[config.mk]
export PLATFORM = sky130hd
export DESIGN_NAME = ion_flux_divergence_unit
export DESIGN_NICKNAME = d
export VERILOG_FILES = /design/src/rtl/core/ifd_pkg.sv /design/src/rtl/core/ion_flux_divergence_unit.sv
export SDC_FILE = /design/constraint.sdc
export NUM_CORES = 2
export LEC_CHECK = 0
export BUFFER_PORTS_ARGS = -buffer_cell sky130_fd_sc_hd__buf_2
export CAP_MARGIN = 20
export CORE_MARGIN = 5
export CORE_UTILIZATION = 65
export CTS_CLUSTER_SIZE = 20
export DETAILED_ROUTE_END_ITERATION = 6
export PLACE_DENSITY = 0.88
export SLEW_MARGIN = 20
export SYNTH_ARGS = -nofsm -noshare
export SYNTH_HDL_FRONTEND = slang
export SYNTH_SLANG_ARGS = --single-unit
[constraint.sdc]
create_clock -name clk -period 14.5 [get_ports clk]
set_clock_uncertainty 0.15 [all_clocks]
set_input_delay 2.9 -clock clk [delete_from_list [all_inputs] [get_ports clk]]
set_output_delay 2.9 -clock clk [all_outputs]
set_load 0.05 [all_outputs]
[src/rtl/core/ifd_pkg.sv]
`default_nettype none

package ifd_pkg;

	// field and register widths
	localparam int FIELD_W      = 32;
	localparam int REG_W        = 31;
	localparam int ACC_W        = 64;
	localparam int FRAC_BITS    = 16;
	localparam int NUM_REGS     = 5;
	localparam int CFG_IDX_W    = 3;
	localparam int DIR_W        = 3;
	localparam int OPND_W       = FIELD_W + 1;
	localparam int PROD_W       = 2 * OPND_W;
	localparam int IN_DATA_W    = 6 * FIELD_W;
	localparam int IN_USER_W    = DIR_W + 2;
	localparam int DATA_WIDTH_DEF = 32;

	// reset value of every register, 1.0 in unsigned Q15.16
	localparam logic [REG_W-1:0] REG_RESET = REG_W'(65536);

	// register indexes on the configuration channel
	localparam logic [CFG_IDX_W-1:0] REG_DIFFUSIVITY = 3'd0;
	localparam logic [CFG_IDX_W-1:0] REG_BETA        = 3'd1;
	localparam logic [CFG_IDX_W-1:0] REG_FACTOR_X    = 3'd2;
	localparam logic [CFG_IDX_W-1:0] REG_FACTOR_Y    = 3'd3;
	localparam logic [CFG_IDX_W-1:0] REG_FACTOR_Z    = 3'd4;

	// face directions: codes at or above this carry no flux
	localparam logic [DIR_W-1:0] DIR_COUNT = 3'd6;

	// clip a wide signed value to a signed field
	function automatic logic signed [FIELD_W-1:0] clip_field(input logic signed [PROD_W-1:0] x);
		logic signed [PROD_W-1:0] hi;
		logic signed [PROD_W-1:0] lo;
		hi = PROD_W'(signed'(33'sh0_7FFF_FFFF));
		lo = PROD_W'(signed'(33'sh1_8000_0000));
		if (x > hi) begin
			clip_field = hi[FIELD_W-1:0];
		end else if (x < lo) begin
			clip_field = lo[FIELD_W-1:0];
		end else begin
			clip_field = x[FIELD_W-1:0];
		end
	endfunction

endpackage

`default_nettype wire

[src/rtl/core/ion_flux_divergence_unit.sv]
`default_nettype none

// Finite-volume Nernst-Planck flux divergence for one cell.
// Faces of a cell arrive on the s_axis channel, one transfer per face, tlast
// on the final face. Each open face forms the diffusion and drift fluxes of
// both charge species, scales them by the face axis factor and adds them to
// 64-bit accumulators. After the final face one result (both rates, clipped
// to DATA_WIDTH signed bits, plus a clip flag) leaves on m_axis.
// Registers (diffusivity, beta, factor_x/y/z) are written through the cfg
// channel, which is always ready; write them only while the block is idle.
// Sequencing: an open face takes nine products in turn on one shared 33x33
// multiplier, and the block takes no new face until the sequence and its
// drain state are done; a blocked face or an invalid direction starts no
// sequence. After the last face the finish state loads the output register.
// The output register holds a result while the receiver stalls and the
// next face is still taken; a further result waits in the finish state
// until the output register is free.
// Reset returns the registers to 1.0, clears both accumulators and drops
// m_axis_tvalid.
module ion_flux_divergence_unit #(
	parameter int DATA_WIDTH = ifd_pkg::DATA_WIDTH_DEF
) (
	input  wire logic                                   clk,
	input  wire logic                                   arst_n,
	// configuration write channel
	input  wire logic                                   cfg_valid,
	output logic                                        cfg_ready,
	input  wire logic [ifd_pkg::CFG_IDX_W-1:0]          cfg_index,
	input  wire logic [ifd_pkg::FIELD_W-1:0]            cfg_data,
	// face input channel
	input  wire logic                                   s_axis_tvalid,
	output logic                                        s_axis_tready,
	// potential_center, potential_neighbor, pos_center, pos_neighbor,
	// neg_center, neg_neighbor
	input  wire logic [ifd_pkg::IN_DATA_W-1:0]          s_axis_tdata,
	// face_dir, face_blocked, in_material
	input  wire logic [ifd_pkg::IN_USER_W-1:0]          s_axis_tuser,
	input  wire logic                                   s_axis_tlast,
	// result output channel
	output logic                                        m_axis_tvalid,
	input  wire logic                                   m_axis_tready,
	// pos_rate, neg_rate, zero padding
	output logic [((2*DATA_WIDTH+7)/8)*8-1:0]           m_axis_tdata,
	// saturated
	output logic [0:0]                                  m_axis_tuser
);

	import ifd_pkg::*;

	localparam int OUT_DATA_W = ((2 * DATA_WIDTH + 7) / 8) * 8;
	localparam int PAD_W      = OUT_DATA_W - 2 * DATA_WIDTH;

	typedef enum logic [1:0] {
		ST_IDLE,
		ST_RUN,
		ST_DRAIN,
		ST_FINISH
	} state_t;

	typedef enum logic [3:0] {
		STEP_HDB,
		STEP_PDIFF,
		STEP_P1,
		STEP_NDIFF,
		STEP_N1,
		STEP_P2,
		STEP_N2,
		STEP_PSCALE,
		STEP_NSCALE
	} step_t;

	state_t state_q;
	step_t  step_q;
	step_t  wb_step_q;
	logic   wb_valid_q;

	logic [REG_W-1:0] regs_q [NUM_REGS];

	// face operands captured at the transfer
	logic signed [OPND_W-1:0] psum_q, pdelta_q, nsum_q, ndelta_q, de_q;
	logic [1:0]               axis_q;
	logic                     inmat_q;
	logic                     last_q;

	// intermediate results of the sequence
	logic signed [FIELD_W-1:0] hdb_q, pdiff_q, ndiff_q, p1_q, n1_q, pflux_q, nflux_q;
	logic signed [PROD_W-1:0]  prod_q;

	logic signed [ACC_W-1:0] pos_acc_q, neg_acc_q;

	logic [DATA_WIDTH-1:0] pos_rate_q, neg_rate_q;
	logic                  sat_q;
	logic                  out_valid_q;

	// input field views
	logic [DIR_W-1:0]           in_dir;
	logic                       in_blocked, in_inmat;
	logic signed [FIELD_W-1:0]  in_ec, in_en, in_pc, in_pn, in_nc, in_nn;
	logic                       in_xfer, in_open;

	assign in_dir     = s_axis_tuser[DIR_W-1:0];
	assign in_blocked = s_axis_tuser[DIR_W];
	assign in_inmat   = s_axis_tuser[DIR_W+1];
	assign in_ec      = s_axis_tdata[0*FIELD_W +: FIELD_W];
	assign in_en      = s_axis_tdata[1*FIELD_W +: FIELD_W];
	assign in_pc      = s_axis_tdata[2*FIELD_W +: FIELD_W];
	assign in_pn      = s_axis_tdata[3*FIELD_W +: FIELD_W];
	assign in_nc      = s_axis_tdata[4*FIELD_W +: FIELD_W];
	assign in_nn      = s_axis_tdata[5*FIELD_W +: FIELD_W];

	assign s_axis_tready = (state_q == ST_IDLE);
	assign in_xfer       = s_axis_tvalid && s_axis_tready;
	assign in_open       = !in_blocked && (in_dir < DIR_COUNT);
	assign cfg_ready     = 1'b1;

	// operand select for the shared multiplier
	logic signed [OPND_W-1:0] op_a, op_b;
	logic [REG_W-1:0]         fac;

	always_comb begin
		case (axis_q)
			2'd0:    fac = regs_q[REG_FACTOR_X];
			2'd1:    fac = regs_q[REG_FACTOR_Y];
			default: fac = regs_q[REG_FACTOR_Z];
		endcase
	end

	always_comb begin
		unique case (step_q)
			STEP_HDB: begin
				op_a = {2'b00, regs_q[REG_DIFFUSIVITY]};
				op_b = {2'b00, regs_q[REG_BETA]};
			end
			STEP_PDIFF: begin
				op_a = {2'b00, regs_q[REG_DIFFUSIVITY]};
				op_b = pdelta_q;
			end
			STEP_P1: begin
				op_a = {hdb_q[FIELD_W-1], hdb_q};
				op_b = psum_q;
			end
			STEP_NDIFF: begin
				op_a = {2'b00, regs_q[REG_DIFFUSIVITY]};
				op_b = ndelta_q;
			end
			STEP_N1: begin
				op_a = {hdb_q[FIELD_W-1], hdb_q};
				op_b = nsum_q;
			end
			STEP_P2: begin
				op_a = {p1_q[FIELD_W-1], p1_q};
				op_b = de_q;
			end
			STEP_N2: begin
				op_a = {n1_q[FIELD_W-1], n1_q};
				op_b = de_q;
			end
			STEP_PSCALE: begin
				op_a = {2'b00, fac};
				op_b = {pflux_q[FIELD_W-1], pflux_q};
			end
			STEP_NSCALE: begin
				op_a = {2'b00, fac};
				op_b = {nflux_q[FIELD_W-1], nflux_q};
			end
			default: begin
				op_a = '0;
				op_b = '0;
			end
		endcase
	end

	logic signed [PROD_W-1:0] mul_p;
	assign mul_p = op_a * op_b;

	// write-back of the registered product
	logic signed [PROD_W-1:0]  q_shift;
	logic signed [FIELD_W-1:0] q_clip;
	logic signed [OPND_W-1:0]  pflux_sum, nflux_sum;
	logic signed [ACC_W-1:0]   scaled;
	logic signed [ACC_W-1:0]   acc_sel;
	logic signed [ACC_W:0]     acc_sum;
	logic signed [ACC_W-1:0]   acc_next;

	assign q_shift   = (wb_step_q == STEP_HDB) ? (prod_q >>> (FRAC_BITS + 1))
	                                           : (prod_q >>> FRAC_BITS);
	assign q_clip    = clip_field(q_shift);
	assign pflux_sum = {pdiff_q[FIELD_W-1], pdiff_q} + {q_clip[FIELD_W-1], q_clip};
	assign nflux_sum = {ndiff_q[FIELD_W-1], ndiff_q} - {q_clip[FIELD_W-1], q_clip};
	assign scaled    = q_shift[ACC_W-1:0];
	assign acc_sel   = (wb_step_q == STEP_PSCALE) ? pos_acc_q : neg_acc_q;
	assign acc_sum   = {acc_sel[ACC_W-1], acc_sel} + {scaled[ACC_W-1], scaled};

	// accumulate with saturation at the 64-bit limits
	always_comb begin
		if (acc_sum[ACC_W] != acc_sum[ACC_W-1]) begin
			acc_next = acc_sum[ACC_W] ? {1'b1, {(ACC_W-1){1'b0}}} : {1'b0, {(ACC_W-1){1'b1}}};
		end else begin
			acc_next = acc_sum[ACC_W-1:0];
		end
	end

	// final clip of the rates to DATA_WIDTH bits
	logic [ACC_W-DATA_WIDTH:0] pos_top, neg_top;
	logic                      pos_fits, neg_fits;
	logic [DATA_WIDTH-1:0]     pos_clip, neg_clip;
	logic                      out_free;

	assign pos_top  = pos_acc_q[ACC_W-1:DATA_WIDTH-1];
	assign neg_top  = neg_acc_q[ACC_W-1:DATA_WIDTH-1];
	assign pos_fits = (&pos_top) || !(|pos_top);
	assign neg_fits = (&neg_top) || !(|neg_top);
	assign pos_clip = pos_fits ? pos_acc_q[DATA_WIDTH-1:0] :
	                  (pos_acc_q[ACC_W-1] ? {1'b1, {(DATA_WIDTH-1){1'b0}}}
	                                      : {1'b0, {(DATA_WIDTH-1){1'b1}}});
	assign neg_clip = neg_fits ? neg_acc_q[DATA_WIDTH-1:0] :
	                  (neg_acc_q[ACC_W-1] ? {1'b1, {(DATA_WIDTH-1){1'b0}}}
	                                      : {1'b0, {(DATA_WIDTH-1){1'b1}}});
	assign out_free = !out_valid_q || m_axis_tready;

	// configuration registers
	always_ff @(posedge clk or negedge arst_n) begin
		if (!arst_n) begin
			for (int i = 0; i < NUM_REGS; i++) begin
				regs_q[i] <= REG_RESET;
			end
		end else if (cfg_valid && cfg_ready) begin
			unique case (cfg_index)
				REG_DIFFUSIVITY: regs_q[REG_DIFFUSIVITY] <= cfg_data[REG_W-1:0];
				REG_BETA:        regs_q[REG_BETA]        <= cfg_data[REG_W-1:0];
				REG_FACTOR_X:    regs_q[REG_FACTOR_X]    <= cfg_data[REG_W-1:0];
				REG_FACTOR_Y:    regs_q[REG_FACTOR_Y]    <= cfg_data[REG_W-1:0];
				REG_FACTOR_Z:    regs_q[REG_FACTOR_Z]    <= cfg_data[REG_W-1:0];
				default: ;
			endcase
		end
	end

	// capture face operands on transfer
	always_ff @(posedge clk) begin
		if (in_xfer) begin
			psum_q   <= {in_pn[FIELD_W-1], in_pn} + {in_pc[FIELD_W-1], in_pc};
			pdelta_q <= {in_pn[FIELD_W-1], in_pn} - {in_pc[FIELD_W-1], in_pc};
			nsum_q   <= {in_nn[FIELD_W-1], in_nn} + {in_nc[FIELD_W-1], in_nc};
			ndelta_q <= {in_nn[FIELD_W-1], in_nn} - {in_nc[FIELD_W-1], in_nc};
			de_q     <= {in_en[FIELD_W-1], in_en} - {in_ec[FIELD_W-1], in_ec};
			axis_q   <= in_dir[DIR_W-1:1];
			inmat_q  <= in_inmat;
			last_q   <= s_axis_tlast;
		end
	end

	// shared multiplier and intermediate results
	always_ff @(posedge clk) begin
		if (state_q == ST_RUN) begin
			prod_q <= mul_p;
		end
		if (wb_valid_q) begin
			case (wb_step_q)
				STEP_HDB:   hdb_q   <= q_clip;
				STEP_PDIFF: pdiff_q <= q_clip;
				STEP_P1:    p1_q    <= q_clip;
				STEP_NDIFF: ndiff_q <= q_clip;
				STEP_N1:    n1_q    <= q_clip;
				STEP_P2:    pflux_q <= clip_field(PROD_W'(pflux_sum));
				STEP_N2:    nflux_q <= clip_field(PROD_W'(nflux_sum));
				default: ;
			endcase
		end
	end

	// sequencer, accumulators and output register
	always_ff @(posedge clk or negedge arst_n) begin
		if (!arst_n) begin
			state_q     <= ST_IDLE;
			step_q      <= STEP_HDB;
			wb_step_q   <= STEP_HDB;
			wb_valid_q  <= 1'b0;
			pos_acc_q   <= '0;
			neg_acc_q   <= '0;
			out_valid_q <= 1'b0;
			pos_rate_q  <= '0;
			neg_rate_q  <= '0;
			sat_q       <= 1'b0;
		end else begin
			if (out_valid_q && m_axis_tready) begin
				out_valid_q <= 1'b0;
			end

			// accumulate scaled fluxes
			if (wb_valid_q && (wb_step_q == STEP_PSCALE)) begin
				pos_acc_q <= acc_next;
			end
			if (wb_valid_q && (wb_step_q == STEP_NSCALE)) begin
				neg_acc_q <= acc_next;
			end

			unique case (state_q)
				ST_IDLE: begin
					wb_valid_q <= 1'b0;
					if (in_xfer) begin
						step_q <= STEP_HDB;
						if (in_open) begin
							state_q <= ST_RUN;
						end else if (s_axis_tlast) begin
							state_q <= ST_FINISH;
						end
					end
				end
				ST_RUN: begin
					wb_step_q  <= step_q;
					wb_valid_q <= 1'b1;
					if (step_q == STEP_NSCALE) begin
						state_q <= ST_DRAIN;
					end else begin
						step_q <= step_t'(step_q + 4'd1);
					end
				end
				ST_DRAIN: begin
					wb_valid_q <= 1'b0;
					state_q    <= last_q ? ST_FINISH : ST_IDLE;
				end
				ST_FINISH: begin
					if (out_free) begin
						out_valid_q <= 1'b1;
						pos_rate_q  <= inmat_q ? pos_clip : '0;
						neg_rate_q  <= inmat_q ? neg_clip : '0;
						sat_q       <= inmat_q && (!pos_fits || !neg_fits);
						pos_acc_q   <= '0;
						neg_acc_q   <= '0;
						state_q     <= ST_IDLE;
					end
				end
				default: state_q <= ST_IDLE;
			endcase
		end
	end

	assign m_axis_tvalid = out_valid_q;
	assign m_axis_tdata  = {{PAD_W{1'b0}}, neg_rate_q, pos_rate_q};
	assign m_axis_tuser  = sat_q;

	// no product is in flight while a face can be taken
	a_idle_no_writeback: assert property (@(posedge clk) disable iff (!arst_n)
		s_axis_tready |-> !wb_valid_q)
		else $error("writeback pending while input ready");

	// a face without flux that is not the last leaves the accumulators alone
	a_closed_face_stable: assert property (@(posedge clk) disable iff (!arst_n)
		(in_xfer && !in_open && !s_axis_tlast) |=> ($stable(pos_acc_q) && $stable(neg_acc_q)))
		else $error("closed face changed an accumulator");

	// loading a result clears the accumulators
	a_finish_clears: assert property (@(posedge clk) disable iff (!arst_n)
		(state_q == ST_FINISH && out_free) |=>
			(m_axis_tvalid && pos_acc_q == '0 && neg_acc_q == '0 && state_q == ST_IDLE))
		else $error("result load did not clear accumulators");

	// a cell outside the material gives zero rates and no clip flag
	a_outside_zero: assert property (@(posedge clk) disable iff (!arst_n)
		(state_q == ST_FINISH && out_free && !inmat_q) |=>
			(m_axis_tdata == '0 && m_axis_tuser == 1'b0))
		else $error("non-material cell gave non-zero result");

endmodule

`default_nettype wire

After elaboration in Yosys (flattened, before gate mapping)
Index checks and enable logic that the tools add are counted.

$add $sub $neg: 9. Multiply operators: 1. Div/mod/pow operators: 0. $lt $le $gt $ge: 7. Equality and inequality tests: 30. Shift operators: 0. Muxes and demuxes: 37. Bitwise logic cells: 0. Reductions and logical operators: 47.

Operators with widths (count): $mux 64 (9); $mux 32 (10); $pmux 33 s8 (1); $pmux 33 s5 (1); $sub 32x32->33 (4); $add 32x32->33 (3); $gt 33x32->1 const B (2); $lt 33x32->1 const B (2); $mul 33x33->66 (1); $reduce_and 33->1 (2); $reduce_or 33->1 (2); $add 64x50->65 (1); $pmux 31 s2 (1); $gt 50x32->1 const B (1); $lt 50x32->1 const B (1); $mux 49 (1); $eq 4x3->1 const B (8); $reduce_and 2->1 (13); $eq 4x2->1 const B (4); $mux 2 (6); $eq 4x1->1 const B (2); $eq 4x4->1 const B (2); $logic_not 4->1 (2); $mux 4 (2); 25 further kinds (50).

Register bits: 819. Latch bits: 0. Bits in writable memories: 0. Bits in read-only memories: 0. Input port bits: 238. Output and inout bits: 68. Logic and storage cells: 162. Memories: 0.

Longest topological paths before layout
Word-level depth: 8. Mapped depth: 42. Gate-level depth less buffers: 37.

Worst setup path after synthesis
No wires, ideal clock.

Path type: flip-flop to flip-flop. From: register step_q[0]. To: register prod_q[63] (data pin). Setup time: 0.262 ns. Arrival time: 9.429 ns. Required time: 14.088 ns. Path slack: 4.659 ns. Cell stages (with the launch flop): 34. Buffers on the path: 3. Period minus slack after synthesis: 9.841 ns. Cells stage by stage: dfrtp_1 inv_1 ha_1 nor3b_1 clkbuf_1 buf_1 a22oi_1 nand4_1 clkbuf_1 and2_1 fa_1 fa_1 fa_1 fa_1 fa_1 fa_1 fa_1 inv_1 fa_1 inv_1 ha_1 a21o_1 a21o_1 a21oi_1 o21ai_0 a21o_1 a21oi_1 o21bai_1 a21o_1 a21oi_1 nor2_1 a211oi_1 o31ai_1 xnor2_1.

Word-level cells in the longest chain between the ends: 4. Elaborated cells on any way between the ends: 16. Those cells by class: 1 x mul; 8 x eq/ne; 2 x mux; 5 x reduce/logical.

RTL lines: start: declaration (RTL line ion_flux_divergence_unit.sv:73) `step_t step_q;`; start signal: assignment (RTL line ion_flux_divergence_unit.sv:316) `step_q <= step_t'(step_q + 4'd1);`; $eq 4x2->1 (tied with other cells) (RTL line ion_flux_divergence_unit.sv:129) `unique case (step_q)`; $reduce_or 3->1 (no line) / $reduce_or 2->1 (equally long branches); $pmux 33 s5 / $pmux 33 s8 (equally long branches) (RTL line ion_flux_divergence_unit.sv:129); $mul 33x33->66 (*) (RTL line ion_flux_divergence_unit.sv:174) `assign mul_p = op_a * op_b;`; via mul_p[63] (RTL line ion_flux_divergence_unit.sv:173) `logic signed [PROD_W-1:0] mul_p;`; end signal: assignment (RTL line ion_flux_divergence_unit.sv:256) `prod_q <= mul_p;`; end: declaration (RTL line ion_flux_divergence_unit.sv:87) `logic signed [PROD_W-1:0] prod_q;`.

Mark *: on every way through the listed nets, which the timed path passes. The rest lies on a longest branch. A chain may end at the register's enable or synchronous reset.

Final worst setup path
From: register step_q[1]. To: register prod_q[65] (data pin).

Same word-level chain as after synthesis.

==> results by group <==
Layout
  – Most common cell after layout, fill and taps aside: inv_1
  – Final nets: about 11k
  – Multi-input gate area: 0.0539 sq mm
  – Proportion of layout cells with a drive suffix above 1: 10.4%
  – Most frequent cells in the layout: 1422 x inv_1, 1129 x fa_1, 995 x nand2_1, 704 x nor2_1, 504 x ha_1
  – Area Growth Syn to Fin: 7.67%
  – Storage element area: about 0.022 sq mm
  – Fillers: 8788

Worst setup path
  – CP Buf/Inv Count: 5
  – CP arrival: ~13 ns
  – Slowest-stage cell, CP: fa_1
  – Cell family with most CP delay: adder cells
  – Critical Path RT: around 15 ns
  – Critical Path Source Type: register
  – Max stage delay on crit path: between 1 and 1.5 ns
  – CP max FO: 30
  – Setup crit end kind: register
  – Most used cell, CP: fa_1
  – WS Path Type: register to register

Global routing
  – First-pass GRT wire length: about 400000 um
  – Vias in the first global route: about 70k
  – Initial antenna violation count: 22
  – Pin count of the biggest net entering global routing: 125
  – Global route overflow: 0
  – Total GRT Usage: about two fifths

CTS
  – Worst-path clk slew: around 0.06 ns
  – Post CTS Setup Buffer Count: 0
  – Cts bufs inserted: 85
  – Clock Sinks: between 800 and 900
  – Clock tree buffer depth: 3
  – Post-cts repair resize count: 0
  – H-Tree Depth: 3
  – # hold bufs at CTS: 0
  – CTS tree: built
  – Clock latency on the worst-skew pair: between 0.6 and 0.7 ns
  – Root buffer cell: clkbuf_16

Route
  – Wire per inst: between 20 and 25 um
  – Via count: about 67k
  – Initial DRC count: between 7k and 8k
  – Detailed Routing Iterations Pass 1: 7
  – Vias per cell: between 6 and 7
  – DRC viols: 2
  – Routed WL: 258000 um
  – Routed Antenna Nets: 0

Outcome
  – Status: finished, violations left
  – Failing checks: design-rule violations

Logic synthesis
  – Ranking of synthesized cells by area: fa_1 27%, edfxtp_1 16%, dfrtp_1 11%, ha_1 7.6%, inv_1 6.4%
  – Yosys reg bits: 801
  – Part of the Yosys area used for sequential elements: between 20% and 30%
  – Post-Synthesis Cells: around 8.6k
  – Main flop type after synthesis: edfxtp_1
  – Unique cell type count in the Yosys netlist: 88
  – EDFF count, synth: approximately 440
  – Post-synth top area share: between 20% and 30%
  – YS warnings: 0
  – Top cell type by total area after synthesis: fa_1
  – Netlist Area Pre-Place: roughly 0.083 sq mm
  – Mean Syn Cell Area: slightly below 10 sq um
  – Synthesized net count: ~10k
  – Async SR Flop Fraction: 44.9%

Timing
  – Final setup vio count: 0
  – Max-slew violations: 0
  – RSZ-0062 raised after global routing: false
  – Endpoints failing hold: 0
  – Tightest Pin Transition: 1.26 ns
  – Final TNS setup: 0 ns
  – Max_slew headroom: about 14%
  – Final Cycle Share: 85.6%
  – Crit path time final: roughly 12 ns
  – Max Fclk: just over 0.08 GHz

Hold path
  – Path type of the worst min-delay path: register to register

Floorplanning
  – Die Y: 367 um
  – CORE AREA: roughly 0.13 sq mm
  – Die area: roughly 0.13 sq mm
  – Row count: approximately 130
  – Die X: approximately 370 um
  – Initial Util: between 60% and 70%
  – Boundary Pins: about 300

Place
  – # port buffers: 302
  – GP Congestion: 0.980
  – DP HPWL: 200000 um

Flow run
  – Max-cap violations: 0
==> cells in the mapped netlist (11+ instances only) <==
master / number
a211oi_1: 22
a21boi_0: 15
a21o_1: 137
a21oi_1: 382
a221oi_1: 21
a222oi_1: 38
a22o_1: 31
a22oi_1: 71
a31oi_1: 45
and2_1: 33
and3_1: 56
and4_1: 13
buf_1: 24
buf_2: 20
clkbuf_1: 373
dfrtp_1: 355
edfxtp_1: 441
fa_1: 1129
ha_1: 504
inv_1: 1422
mux2_2: 229
mux2i_1: 87
nand2_1: 995
nand2b_1: 64
nand3_1: 104
nand4_1: 66
nor2_1: 713
nor2b_1: 46
nor3_1: 63
nor3b_1: 11
nor4_1: 30
o21a_1: 26
o21ai_0: 413
o21ai_1: 27
o21bai_1: 63
or2_2: 19
or3_1: 16
xnor2_1: 207
xor2_1: 94
==> state kept, by name, summed over array words and instances (netlist names), 33 cells and up <==
name and count:
prod_q 50, nsum_q 33, de_q 33, neg_acc_q 64, regs_q 155, psum_q 33
pos_acc_q 64
==> routing by layer <==
layer / GRT usage, % / wire, um / part of all wire [%] / vias to the layer above
met5: 0 / 103 / 0.040 / -
met4: 26.5 / 22700 / 8.8 / 14
met3: 11.8 / 32900 / 13 / 1437
met2: 60.2 / 117000 / 45 / 4708
met1: 44.4 / 85600 / 33 / 32800
li1: - / - / - / 28100
==> worst register-to-register path, delay by kind of cell (launching register included) <==
family | cells | cell delay [ns]
simple gates | 8 | 2.58
buf+inv | 5 | 0.82
flops | 1 | 0.46
fa+ha+maj | 10 | 5.96
compound gates | 9 | 2.19
==> logic make-up after synthesis <==
family                   after synthesis  synth area share, %
flip-flops                           801                 26.8
AND/OR/NAND/NOR                     2258                 11.7
AO/OA/AOI/OAI                       1416                 10.8
multiplexers                         316                 4.16
adder cells (fa/ha/maj)             1641                 35.0
buffers and inverters               1840                 8.36
other                                  1              0.00452
XOR/XNOR                             301                 3.18
==> cell type report <==
type / count / area share (%)
multi-input combinational: 5933 / 60.4
sequential: 801 / 24.9
inverter: 1422 / 5.98
timing repair buffer: 466 / 3.15
clock buffer: 119 / 2.73
tap: 1662 / 2.33
clock inverter: 37 / 0.454
antenna: 15 / 0.0420
==> stage by stage <==
step | area, sq um | worst slack (ns) | hold WS, ns | std cells | utilization, %
after floorplan | 82900 | 4.66 | 0.311 | 8574 | -
after CTS | 89200 | 2.17 | 0.330 | 10400 | 70.1
final | 89300 | 2.09 | 0.321 | 10500 | 70.2
after detailed placement | 86300 | 2.21 | 0.318 | 10300 | 67.9
after global placement | 86300 | 2.44 | 0.304 | 10300 | 67.8
after global routing | 89300 | 1.80 | 0.359 | 10400 | 70.2
==> final timing paths <==
check / startpoint / to / slack, ns / cells after the start
setup / recovery: step_q[1] / prod_q[65] / 2.09 / 32
hold / removal: pos_rate_q[31] / pos_rate_q[31] / 0.32 / 2
setup reg to reg: step_q[1] / prod_q[65] / 2.09 / 32
hold reg to reg: pos_rate_q[31] / pos_rate_q[31] / 0.32 / 2
max in group asynchronous: arst_n / regs_q[55] / 9.00 / 4
min in group asynchronous: arst_n / pos_rate_q[2] / 2.15 / 1
Power is not shown: default switching activity piles up to over one toggle a cycle in this logic, so the estimate is an artifact.
